--- config.mk ---
export PLATFORM = sky130hd
export DESIGN_NAME = radix_node48_child_table
export DESIGN_NICKNAME = d
export VERILOG_FILES = /design/src/rtl/rn48_pkg.sv /design/src/rtl/rn48_key_map.sv /design/src/rtl/rn48_slot_store.sv /design/src/rtl/rn48_ctrl.sv /design/src/rtl/radix_node48_child_table.sv
export SDC_FILE = /design/constraint.sdc
export NUM_CORES = 2
export LEC_CHECK = 0
export BUFFER_PORTS_ARGS = -buffer_cell sky130_fd_sc_hd__clkbuf_2
export CORE_UTILIZATION = 35
export DETAILED_ROUTE_END_ITERATION = 7
export PLACE_DENSITY = 0.51
export SLEW_MARGIN = 5
export SYNTH_ARGS = -nofsm -noshare
export SYNTH_HDL_FRONTEND = slang
export SYNTH_HIERARCHICAL = 1
export SYNTH_SLANG_ARGS = --single-unit
--- constraint.sdc ---
create_clock -name clk -period 21.1 [get_ports clk]
set_input_delay 4.22 -clock clk [delete_from_list [all_inputs] [get_ports clk]]
set_output_delay 4.22 -clock clk [all_outputs]
set_load 0.01 [all_outputs]
--- src/rtl/rn48_pkg.sv ---
package rn48_pkg;

  // Field widths fixed by the interface
  localparam int KEY_W      = 8;
  localparam int KEY_SPACE  = 256;
  localparam int MAP_W      = 6;
  localparam int CMD_W      = 2;
  localparam int REF_W      = 32;
  localparam int STAT_W     = 2;
  localparam int IN_TDATA_W = 40;
  localparam int OUT_BITS   = 41;
  localparam int OUT_TDATA_W = 48;

  // Defaults for the top-level parameters
  localparam int SLOTS_DEF       = 48;
  localparam int HANDLE_BITS_DEF = 32;

  typedef enum logic [CMD_W-1:0] {
    CMD_FIND   = 2'd0,
    CMD_ADD    = 2'd1,
    CMD_REMOVE = 2'd2,
    CMD_NOP    = 2'd3
  } cmd_t;

  typedef enum logic [STAT_W-1:0] {
    ST_OK     = 2'd0,
    ST_FULL   = 2'd1,
    ST_ABSENT = 2'd2
  } status_t;

  typedef enum logic [2:0] {
    S_IDLE,
    S_MAP,
    S_FIND,
    S_SHIFT,
    S_OUT
  } state_t;

  // Key map port request: one read and one write per cycle
  typedef struct packed {
    logic             rd_en;
    logic [KEY_W-1:0] rd_key;
    logic             wr_en;
    logic [KEY_W-1:0] wr_key;
    logic [MAP_W-1:0] wr_slot;
  } map_req_t;

  // Slot store port request; indexes are cut to the store depth downstream
  typedef struct packed {
    logic             rd_en;
    logic [MAP_W-1:0] rd_idx;
    logic             wr_en;
    logic [MAP_W-1:0] wr_idx;
  } slot_req_t;

endpackage

--- src/rtl/rn48_key_map.sv ---
module rn48_key_map
  import rn48_pkg::*;
(
  input  logic             clk,
  input  logic             rst_n,
  input  map_req_t         req,
  output logic [MAP_W-1:0] rd_slot
);

  logic [MAP_W-1:0]     map_mem [KEY_SPACE];
  logic [KEY_SPACE-1:0] vld_r;
  logic [MAP_W-1:0]     rd_data_r;
  logic                 rd_vld_r;

  // Write port and registered read port
  always_ff @(posedge clk) begin
    if (req.wr_en) begin
      map_mem[req.wr_key] <= req.wr_slot;
    end
    if (req.rd_en) begin
      rd_data_r <= map_mem[req.rd_key];
    end
  end

  // Per-entry valid bits: an entry never written reads as unmapped
  always_ff @(posedge clk) begin
    if (!rst_n) begin
      vld_r    <= '0;
      rd_vld_r <= 1'b0;
    end else begin
      if (req.wr_en) begin
        vld_r[req.wr_key] <= 1'b1;
      end
      if (req.rd_en) begin
        rd_vld_r <= vld_r[req.rd_key];
      end
    end
  end

  assign rd_slot = rd_vld_r ? rd_data_r : '0;

endmodule

--- src/rtl/rn48_slot_store.sv ---
module rn48_slot_store
  import rn48_pkg::*;
#(
  parameter int SLOTS       = SLOTS_DEF,
  parameter int HANDLE_BITS = HANDLE_BITS_DEF
) (
  input  logic                         clk,
  input  slot_req_t                    req,
  input  logic [KEY_W+HANDLE_BITS-1:0] wr_data,
  output logic [KEY_W+HANDLE_BITS-1:0] rd_data
);

  localparam int SLOT_AW = $clog2(SLOTS);

  // Each entry holds {key, handle}; the key lets a shift renumber the map
  logic [KEY_W+HANDLE_BITS-1:0] slot_mem [SLOTS];
  logic [KEY_W+HANDLE_BITS-1:0] rd_data_r;

  always_ff @(posedge clk) begin
    if (req.wr_en) begin
      slot_mem[req.wr_idx[SLOT_AW-1:0]] <= wr_data;
    end
    if (req.rd_en) begin
      rd_data_r <= slot_mem[req.rd_idx[SLOT_AW-1:0]];
    end
  end

  assign rd_data = rd_data_r;

endmodule

--- src/rtl/rn48_ctrl.sv ---
module rn48_ctrl
  import rn48_pkg::*;
#(
  parameter int SLOTS       = SLOTS_DEF,
  parameter int HANDLE_BITS = HANDLE_BITS_DEF
) (
  input  logic                         clk,
  input  logic                         rst_n,
  // input transaction
  input  logic                         in_tvalid,
  output logic                         in_tready,
  input  logic [CMD_W-1:0]             in_cmd,
  input  logic [KEY_W-1:0]             in_key,
  input  logic [REF_W-1:0]             in_ref,
  // result transaction
  output logic                         out_tvalid,
  input  logic                         out_tready,
  output logic                         out_found,
  output logic [REF_W-1:0]             out_child,
  output logic [STAT_W-1:0]            out_status,
  output logic [MAP_W-1:0]             out_occ,
  // memories
  output map_req_t                     map_req,
  input  logic [MAP_W-1:0]             map_rd_slot,
  output slot_req_t                    slot_req,
  output logic [KEY_W+HANDLE_BITS-1:0] slot_wr_data,
  input  logic [KEY_W+HANDLE_BITS-1:0] slot_rd_data
);

  localparam int KEEP_BITS = (HANDLE_BITS < REF_W) ? HANDLE_BITS : REF_W;

  state_t                 state_r, state_nxt;
  cmd_t                   cmd_r, cmd_nxt;
  logic [KEY_W-1:0]       key_r, key_nxt;
  logic [HANDLE_BITS-1:0] handle_r, handle_nxt;
  logic [MAP_W-1:0]       count_r, count_nxt;
  logic [MAP_W-1:0]       idx_r, idx_nxt;
  logic                   res_found_r, res_found_nxt;
  logic [REF_W-1:0]       res_child_r, res_child_nxt;
  status_t                res_status_r, res_status_nxt;
  logic                   out_valid_r, out_valid_nxt;
  logic                   out_found_r, out_found_nxt;
  logic [REF_W-1:0]       out_child_r, out_child_nxt;
  logic [STAT_W-1:0]      out_status_r, out_status_nxt;
  logic [MAP_W-1:0]       out_occ_r, out_occ_nxt;

  logic                   hit;
  logic [MAP_W-1:0]       idx_inc;
  logic [HANDLE_BITS-1:0] in_handle;
  logic [REF_W-1:0]       rd_child;

  // Keep the low handle bits of the incoming reference, and back
  always_comb begin
    in_handle = '0;
    rd_child  = '0;
    for (int b = 0; b < KEEP_BITS; b++) begin
      in_handle[b] = in_ref[b];
      rd_child[b]  = slot_rd_data[b];
    end
  end

  assign hit     = (map_rd_slot != '0) && (map_rd_slot <= count_r);
  assign idx_inc = idx_r + MAP_W'(1);

  // Control state
  always_ff @(posedge clk) begin
    if (!rst_n) begin
      state_r     <= S_IDLE;
      count_r     <= '0;
      out_valid_r <= 1'b0;
    end else begin
      state_r     <= state_nxt;
      count_r     <= count_nxt;
      out_valid_r <= out_valid_nxt;
    end
  end

  // Payload
  always_ff @(posedge clk) begin
    cmd_r        <= cmd_nxt;
    key_r        <= key_nxt;
    handle_r     <= handle_nxt;
    idx_r        <= idx_nxt;
    res_found_r  <= res_found_nxt;
    res_child_r  <= res_child_nxt;
    res_status_r <= res_status_nxt;
    out_found_r  <= out_found_nxt;
    out_child_r  <= out_child_nxt;
    out_status_r <= out_status_nxt;
    out_occ_r    <= out_occ_nxt;
  end

  // Sequencer: look up the map, then touch the slot store
  always_comb begin
    state_nxt      = state_r;
    cmd_nxt        = cmd_r;
    key_nxt        = key_r;
    handle_nxt     = handle_r;
    count_nxt      = count_r;
    idx_nxt        = idx_r;
    res_found_nxt  = res_found_r;
    res_child_nxt  = res_child_r;
    res_status_nxt = res_status_r;
    out_valid_nxt  = out_valid_r && !out_tready;
    out_found_nxt  = out_found_r;
    out_child_nxt  = out_child_r;
    out_status_nxt = out_status_r;
    out_occ_nxt    = out_occ_r;
    in_tready      = 1'b0;
    map_req        = '0;
    slot_req       = '0;
    slot_wr_data   = {key_r, handle_r};

    unique case (state_r)
      S_IDLE: begin
        in_tready = 1'b1;
        if (in_tvalid) begin
          cmd_nxt        = cmd_t'(in_cmd);
          key_nxt        = in_key;
          handle_nxt     = in_handle;
          map_req.rd_en  = 1'b1;
          map_req.rd_key = in_key;
          state_nxt      = S_MAP;
        end
      end

      S_MAP: begin
        res_found_nxt  = hit;
        res_child_nxt  = '0;
        res_status_nxt = ST_OK;
        state_nxt      = S_OUT;
        unique case (cmd_r)
          CMD_FIND: begin
            if (hit) begin
              slot_req.rd_en  = 1'b1;
              slot_req.rd_idx = map_rd_slot - MAP_W'(1);
              state_nxt       = S_FIND;
            end else begin
              res_status_nxt = ST_ABSENT;
            end
          end
          CMD_ADD: begin
            if (hit) begin
              // update the existing slot in place
              slot_req.wr_en  = 1'b1;
              slot_req.wr_idx = map_rd_slot - MAP_W'(1);
            end else if (count_r < MAP_W'(SLOTS)) begin
              // append in the next free slot
              slot_req.wr_en  = 1'b1;
              slot_req.wr_idx = count_r;
              map_req.wr_en   = 1'b1;
              map_req.wr_key  = key_r;
              map_req.wr_slot = count_r + MAP_W'(1);
              count_nxt       = count_r + MAP_W'(1);
            end else begin
              res_status_nxt = ST_FULL;
            end
          end
          CMD_REMOVE: begin
            if (hit) begin
              map_req.wr_en   = 1'b1;
              map_req.wr_key  = key_r;
              map_req.wr_slot = '0;
              if (map_rd_slot < count_r) begin
                // start compaction with the slot after the removed one
                slot_req.rd_en  = 1'b1;
                slot_req.rd_idx = map_rd_slot;
                idx_nxt         = map_rd_slot;
                state_nxt       = S_SHIFT;
              end else begin
                count_nxt = count_r - MAP_W'(1);
              end
            end else begin
              res_status_nxt = ST_ABSENT;
            end
          end
          CMD_NOP: begin
            res_status_nxt = ST_OK;
          end
          default: begin
            res_status_nxt = ST_OK;
          end
        endcase
      end

      S_FIND: begin
        res_child_nxt = rd_child;
        state_nxt     = S_OUT;
      end

      S_SHIFT: begin
        // move slot idx down by one and renumber its key
        slot_req.wr_en  = 1'b1;
        slot_req.wr_idx = idx_r - MAP_W'(1);
        slot_wr_data    = slot_rd_data;
        map_req.wr_en   = 1'b1;
        map_req.wr_key  = slot_rd_data[KEY_W+HANDLE_BITS-1:HANDLE_BITS];
        map_req.wr_slot = idx_r;
        if (idx_inc < count_r) begin
          slot_req.rd_en  = 1'b1;
          slot_req.rd_idx = idx_inc;
          idx_nxt         = idx_inc;
        end else begin
          count_nxt = count_r - MAP_W'(1);
          state_nxt = S_OUT;
        end
      end

      S_OUT: begin
        // hold until the output register is free
        if (!out_valid_r || out_tready) begin
          out_valid_nxt  = 1'b1;
          out_found_nxt  = res_found_r;
          out_child_nxt  = res_child_r;
          out_status_nxt = res_status_r;
          out_occ_nxt    = count_r;
          state_nxt      = S_IDLE;
        end
      end

      default: begin
        state_nxt = S_IDLE;
      end
    endcase
  end

  assign out_tvalid = out_valid_r;
  assign out_found  = out_found_r;
  assign out_child  = out_child_r;
  assign out_status = out_status_r;
  assign out_occ    = out_occ_r;

`ifndef SYNTHESIS
  a_count_range : assert property (@(posedge clk) disable iff (!rst_n)
    count_r <= MAP_W'(SLOTS))
    else $error("child count exceeds slot capacity");

  a_shift_idx : assert property (@(posedge clk) disable iff (!rst_n)
    state_r == S_SHIFT |-> (idx_r != '0) && (idx_r < count_r))
    else $error("compaction index outside occupied slots");

  a_count_step : assert property (@(posedge clk) disable iff (!rst_n)
    1'b1 |=> (count_r == $past(count_r)) || (count_r == $past(count_r) + MAP_W'(1))
          || (count_r == $past(count_r) - MAP_W'(1)))
    else $error("child count moved by more than one");

  a_full_status : assert property (@(posedge clk) disable iff (!rst_n)
    (state_r == S_OUT) && (res_status_r == ST_FULL) |-> count_r == MAP_W'(SLOTS))
    else $error("full reported with free slots");
`endif

endmodule

--- src/rtl/radix_node48_child_table.sv ---
// Channel  Direction  tdata (low bit up)                      tuser
// in_      slave      key[7:0], child_ref[39:8]               cmd[1:0]
// out_     master     found[0], child_out[32:1], status[34:33],  -
//                     occupancy[40:35], zero pad[47:41]
//
// One item at a time. Find passes through S_MAP, S_FIND and S_OUT; add and
// absent keys skip S_FIND; each then loads the output register. Remove adds
// one S_SHIFT step per entry above the removed slot, occupancy counted before
// the remove: the slot store shifts one entry per cycle through its single
// read and write port while the moved key is renumbered in the key map.
// Reset clears the key map valid bits and the child count at once; no sweep.
// A result waiting on out_tready holds the next item in its last state only.
module radix_node48_child_table
  import rn48_pkg::*;
#(
  parameter int SLOTS       = SLOTS_DEF,
  parameter int HANDLE_BITS = HANDLE_BITS_DEF
) (
  input  logic                   clk,
  input  logic                   rst_n,
  input  logic                   in_tvalid,
  output logic                   in_tready,
  input  logic [IN_TDATA_W-1:0]  in_tdata,   // key, child_ref
  input  logic [CMD_W-1:0]       in_tuser,   // cmd
  output logic                   out_tvalid,
  input  logic                   out_tready,
  output logic [OUT_TDATA_W-1:0] out_tdata   // found, child_out, status, occupancy
);

  map_req_t                     map_req;
  logic [MAP_W-1:0]             map_rd_slot;
  slot_req_t                    slot_req;
  logic [KEY_W+HANDLE_BITS-1:0] slot_wr_data;
  logic [KEY_W+HANDLE_BITS-1:0] slot_rd_data;
  logic                         out_found;
  logic [REF_W-1:0]             out_child;
  logic [STAT_W-1:0]            out_status;
  logic [MAP_W-1:0]             out_occ;

  rn48_ctrl #(
    .SLOTS       (SLOTS),
    .HANDLE_BITS (HANDLE_BITS)
  ) u_ctrl (
    .clk          (clk),
    .rst_n        (rst_n),
    .in_tvalid    (in_tvalid),
    .in_tready    (in_tready),
    .in_cmd       (in_tuser),
    .in_key       (in_tdata[KEY_W-1:0]),
    .in_ref       (in_tdata[KEY_W+REF_W-1:KEY_W]),
    .out_tvalid   (out_tvalid),
    .out_tready   (out_tready),
    .out_found    (out_found),
    .out_child    (out_child),
    .out_status   (out_status),
    .out_occ      (out_occ),
    .map_req      (map_req),
    .map_rd_slot  (map_rd_slot),
    .slot_req     (slot_req),
    .slot_wr_data (slot_wr_data),
    .slot_rd_data (slot_rd_data)
  );

  rn48_key_map u_key_map (
    .clk     (clk),
    .rst_n   (rst_n),
    .req     (map_req),
    .rd_slot (map_rd_slot)
  );

  rn48_slot_store #(
    .SLOTS       (SLOTS),
    .HANDLE_BITS (HANDLE_BITS)
  ) u_slot_store (
    .clk     (clk),
    .req     (slot_req),
    .wr_data (slot_wr_data),
    .rd_data (slot_rd_data)
  );

  // Pack the result fields, lowest first
  assign out_tdata = {(OUT_TDATA_W - OUT_BITS)'(0), out_occ, out_status, out_child, out_found};

endmodule

; ---- Yosys cells after proc, flatten, opt, wreduce, memory -nomap -nowiden
; Memory sizes are Yosys's and may differ from the RTL's. A register that Yosys moved wholly into a read port is not among the register bits.
; Index checks and enable logic that the tools add are counted.
[word_totals]
elab_cells = 121
out_inout_bits = 50
ramBits = 3456
input_bits = 46
ff_bits = 391
mem_count = 2
[mem_list]
columns = memory, words, word_bits, rd, rd_clocked_by_memory_dff, wr, line
row1 = u_slot_store.slot_mem, 48, 40, 1, 1, 1, rn48_slot_store.sv:16  ; logic [KEY_W+HANDLE_BITS-1:0] slot_mem [SLOTS];
row2 = u_key_map.map_mem, 256, 6, 1, 1, 1, rn48_key_map.sv:10  ; logic [MAP_W-1:0] map_mem [KEY_SPACE];
[op_classes]
n_lt_le_gt_ge = 7
n_reduce_logical = 17
bitwise = 1
addsub = 5
n_eq_ne = 19
n_mux = 54
[op_table]
columns = cell, n
row1 = 256-bit OR, 1
row2 = 32-bit case mux with 2 select lines, 1
row3 = 6-bit two-way mux, 10
row4 = 15-bit case mux with 2 select lines, 2
row5 = 7-bit two-way mux, 7
row6 = 15-bit two-way mux, 3
row7 = 40-bit two-way mux, 1
row8 = 6-bit case mux with 2 select lines, 3
row9 = 14-bit case mux with 2 select lines, 1
row10 = 8-bit by 9-bit < comparator with 1-bit output (second input constant), 2
row11 = 3-bit two-way mux, 6
row12 = 9-bit two-way mux, 2
row13 = 6-bit by 1-bit subtractor with 6-bit output (second input constant), 3
row14 = 3-bit case mux with 5 select lines, 1
row15 = 7-bit case mux with 2 select lines, 1
row16 = 6-bit by 1-bit adder with 6-bit output (second input constant), 2
row17 = 6-bit < comparator, 2
row18 = 1-bit two-way mux, 10
row19 = 2-bit by 1-bit inequality test with 1-bit output (second input constant), 5
row20 = 3-bit by 2-bit inequality test with 1-bit output (second input constant), 3
row21 = 1-bit binary-select mux with 8-bit select, 1
row22 = 1-bit demux with 8-bit select, 1
row23 = 8-bit by 1-bit greater-or-equal comparator with 1-bit output (second input constant), 1
row24 = 7-bit AND reduction, 1
row25 = 23 further kinds, 33

; ---- Longest topological paths before layout
[logic_depth]
depth_word = 11
mapped_depth = 20
ltp_nobuf = 16

; ---- By module
; Netlist, hierarchy kept.
[by_module_without_submodules]
columns = module, cells_per_inst, seq_area_each_um2, n_inst, area_each_um2
row1 = rn48_slot_store, 3621, 58856.4, 1, 75504.9
row2 = rn48_key_map, 3510, 51449.3, 1, 68688.4
row3 = rn48_ctrl, 566, 3923.8, 1, 6377.4
row4 = radix_node48_child_table, 9, 0.0, 1, 63.8

; ---- Worst setup path after synthesis
; No wires, ideal clock.
[synth_path]
path_type = register -> register
from = reg u_key_map.rd_data_r[0], read port of u_key_map.map_mem
to = mem u_key_map.map_mem[0][5] (data pin)
n_path_buf = 0
arrival_ns = 11.897
required_ns = 18.913
stages_incl_launch_ff = 9
setup_ns = 2.187
synth_period_minus_slack_ns = 14.084
setup_slack_ns = 7.016
path_cell_list = edfxtp_1 > and2_1 > inv_1 > ha_1 > or3b_4 > or2_2 > nor2_1 > o21ai_2 > o21ai_0
[synth_lines]
columns = item, line
row1 = start: declaration, rn48_key_map.sv:12  ; logic [MAP_W-1:0] rd_data_r;
row2 = end: declaration, rn48_key_map.sv:10

==> results.cfg <==
[detailed_routing]
viasPerCell = 5.48
vias = 76400
post-route-drc-count = 5
drt_iter0_drc = 7301
drt-total-wl_mm = 422
avgRoutedWirePerCell_um = 30.2
postRouteAntennaNets = 0
drt-pass1-iter-count = 8

[clock_tree]
clock_latency_ns = 0.99
clock-root-buffer = clkbuf_16
cts_tree = yes
ctsHoldBuffers = 0
cts_buffer_depth = 4
cts_resized = 0
htree_levels = 5
cts_buffers = 409
clock_sinks = 3893
cts_setup_buffers = 0
cts.reportedPaths.clkPinSlew_ns = 0.06

[worst_setup_path]
crit_family = buffers and inverters
path_class = in -> reg
cpMostUsedCell = buf_4
cp.required_ns = 21.75
path_buf_inv = 5
crit_path_top_delay_cell = nor4_1
cp_max_fo = 36
crit_chain = clkbuf_2, and3_4, buf_4, buf_4, buf_4, buf_4, mux4_2, a22oi_1, a21oi_1, nor4_1, o22ai_1, or2_1
cp_slowest_stage_delay_ns = 0.71
worst_ep_arrival_time_ns = 10.09
crit_path_start_kind = input pin
cp-end-kind = flip-flop

[finish]
drive_above_1_share_pct = 20.2
regArea_mm2 = 0.114
nets = 7980
multi_input_area_mm2 = 0.0344
fillers = 38100
syn_to_final_growth_pct = 13.6
final_common_cell = edfxtp_1
layout_common_cells = edfxtp_1, mux2i_1, mux4_2, clkbuf_16, a22oi_1
fin_area_mm2 = 0.171

[place]
dp_hpwl_mm = 236
port_buffers = 88
place_congestion = 0.809
detailedPlace.worstSlack_ns = 10.50
postPlaceCellArea_mm2 = 0.158

[power]
p_leak_nw = 48.3
p_seq_share_pct = 52.8
p_comb_share_pct = 2.8
power.density_mw_per_mm2 = 93.3
internal-power_mw = 12.6
clkPwrFrac_pct = 44.3
switching_share_pct = 20.8
ir_drop_mv = 0.0804
p_sw_mw = 3.32

[global_routing]
grt_usage_pct = 19.1
grt_max_degree = 193
grt_pass1_vias = 78200
grt_antenna_before_repair = 17
grt_overflow = 0
grt_first_pass_wirelength_mm = 595

[status]
status = complete, but fails checks
violations = DRC

[floorplan]
io_pins = 96
dieArea_mm2 = 0.433
initial_core_util_pct = 35.2
fp-row-count = 240
die_y_um = 658
core_mm2 = 0.428
dieWidth_um = 658

[timing]
rsz0062_at_grt = false
max_slew_margin_pct = 6.39
setup_ws_ns = 11.65
fin_skew_ns = 0.0877
slew_viol_final = 0
finalSetupTns_ns = 0
holdWs_ns = 0.419
clock.fmax_mhz = 106
period_needed_ns = 9.45
timing_worst_slew_pin_value_ns = 1.40
finalSetupViolCount = 0
fin_crit_sh_pct = 44.8
hold_viol = 0

[synthesis]
ys.flop_type = edfxtp_1
ys_warn_count = 6
synth_edf_count = 3626
synth.cell_area_mm2 = 0.151
synth_cell_type_count = 77
synth-seq-cells = 3893
synthArstFlopShare_pct = 0
synth_area_per_cell_um2 = 19.5
syn_inst = 7706
seq_area_frac_synth_pct = 75.8

[worst_hold_path]
hold_path.class = reg -> reg

[run]
maxCapViolations = 0
==> routing by layer <==
layer	GRT usage, %	share of wire [%]
met1	25.4	42
met2	32.6	50
met3	2.56	5.3
met4	5.55	2.9
met5	0	0.0093
==> path summary, 6_finish.rpt <==
path / start / to / slack, ns / depth (start not counted)
worst max register to register: u_key_map/rd_data_r[5]$_DFFE_PP_ / u_slot_store/rd_data[10]$_DFFE_PP_ / 12.79 / 17
worst min register to register: u_ctrl/res_child_r[28]$_SDFFCE_PN0P_ / u_ctrl/out_child[28]$_DFFE_PP_ / 0.42 / 0
worst max-delay path: in_tvalid / u_key_map/rd_data_r[2]$_DFFE_PP_ / 11.65 / 12
worst min-delay path: u_ctrl/res_child_r[28]$_SDFFCE_PN0P_ / u_ctrl/out_child[28]$_DFFE_PP_ / 0.42 / 0
==> per-stage QoR <==
step / util [%] / power [mW] / instances
5_1_grt: 40.0 / 16.4 / 14000
3_3_place_gp: 36.9 / 9.05 / 13200
3_5_place_dp: 36.9 / 9.06 / 13200
2_1_floorplan: - / 8.87 / 7712
4_1_cts: 40.0 / 16.1 / 13900
6_report: 40.0 / 16.0 / 14000
==> power groups by stage <==
stage          Clock (mW)  Sequential [mW]  Combinational (mW)
2_1_floorplan           0             8.59               0.277
3_3_place_gp            0             8.60               0.455
3_5_place_dp            0             8.60               0.460
4_1_cts              7.22             8.44               0.460
5_1_grt              7.50             8.43               0.482
6_report             7.08             8.44               0.453
==> cell type report <==
type	count	share of cell area, %
multi-input cells	3304	20.1
repair buffers	284	1.21
clock buffers	537	6.52
flip-flops and latches	3893	66.7
diodes	6	0.00877
inverters	23	0.0519
clock inverters	218	1.20
well taps	5687	4.16
==> synthesized netlist by cell type, drive strengths merged, types with 3 or more instances <==
master / count / area, um^2
nor2: 331 / 1240
edfxtp: 3626 / 109000
and3: 12 / 75.1
o41ai: 40 / 651
a21o: 3 / 22.5
mux2: 3 / 33.8
a211oi: 3 / 22.5
xor2: 6 / 52.6
mux4: 638 / 14400
dfxtp: 267 / 5350
o21ai: 22 / 136
or3: 4 / 25.0
a31oi: 11 / 75.1
inv: 22 / 85.1
nand2: 230 / 863
o22ai: 63 / 407
nand2b: 13 / 81.3
a21oi: 200 / 1000
o32ai: 3 / 26.3
nor2b: 22 / 138
xnor2: 9 / 78.8
o221ai: 5 / 43.8
nand3: 40 / 200
a22oi: 366 / 2750
buf: 220 / 1550
mux2i: 669 / 6700
nor3b: 5 / 48.8
a221oi: 81 / 709
nor3: 22 / 110
clkbuf: 272 / 1020
and2: 43 / 269
nor4: 26 / 163
or2: 12 / 75.1
nand4: 11 / 68.8
a22o: 93 / 815
o21a: 257 / 1930
ha: 19 / 238
nand4b: 6 / 52.6
==> registers in the layout, summed over array words and instances (netlist names), 8 cells and up <==
register / flops
u_slot_store/rd_data: 40
u_ctrl/key_r: 8
u_ctrl/out_child: 32
u_slot_store/slot_mem: 1920
u_ctrl/handle_r: 32
u_ctrl/res_child_r: 32
u_key_map/map_mem: 1536
u_key_map/vld_r: 256
==> logic make-up (layout without fill, tap and decap cells) <==
kind of cell    Yosys count  in the layout  share of synthesized area (%)
flops                  3893           3893                           75.8
mux                    1310           1310                           14.0
compound gates         1166           1166                           5.82
simple gates            787            787                           2.33
buf+inv                 515           1062                           1.76
fa+ha+maj                19             19                          0.158
xor+xnor                 15             15                         0.0872
other cells               1             13                        0.00249
==> worst reg2reg max path, cell delays in order (launching register included) <==
cell      delay [ns]
edfxtp_1        0.55
and2_1          0.53
ha_1            0.36
and4_1          0.23
o21ai_1         0.20
a31oi_2         0.28
nand4b_1        0.72
o21ai_4         0.34
buf_4           0.68
buf_12          0.57
buf_12          0.76
buf_4           0.69
buf_4           0.69
mux2i_1         0.18
a22o_1          0.25
a221oi_1        0.25
o22ai_1         0.18
o41ai_2         0.61
Note: power is estimated with default switching activity, not from simulation.
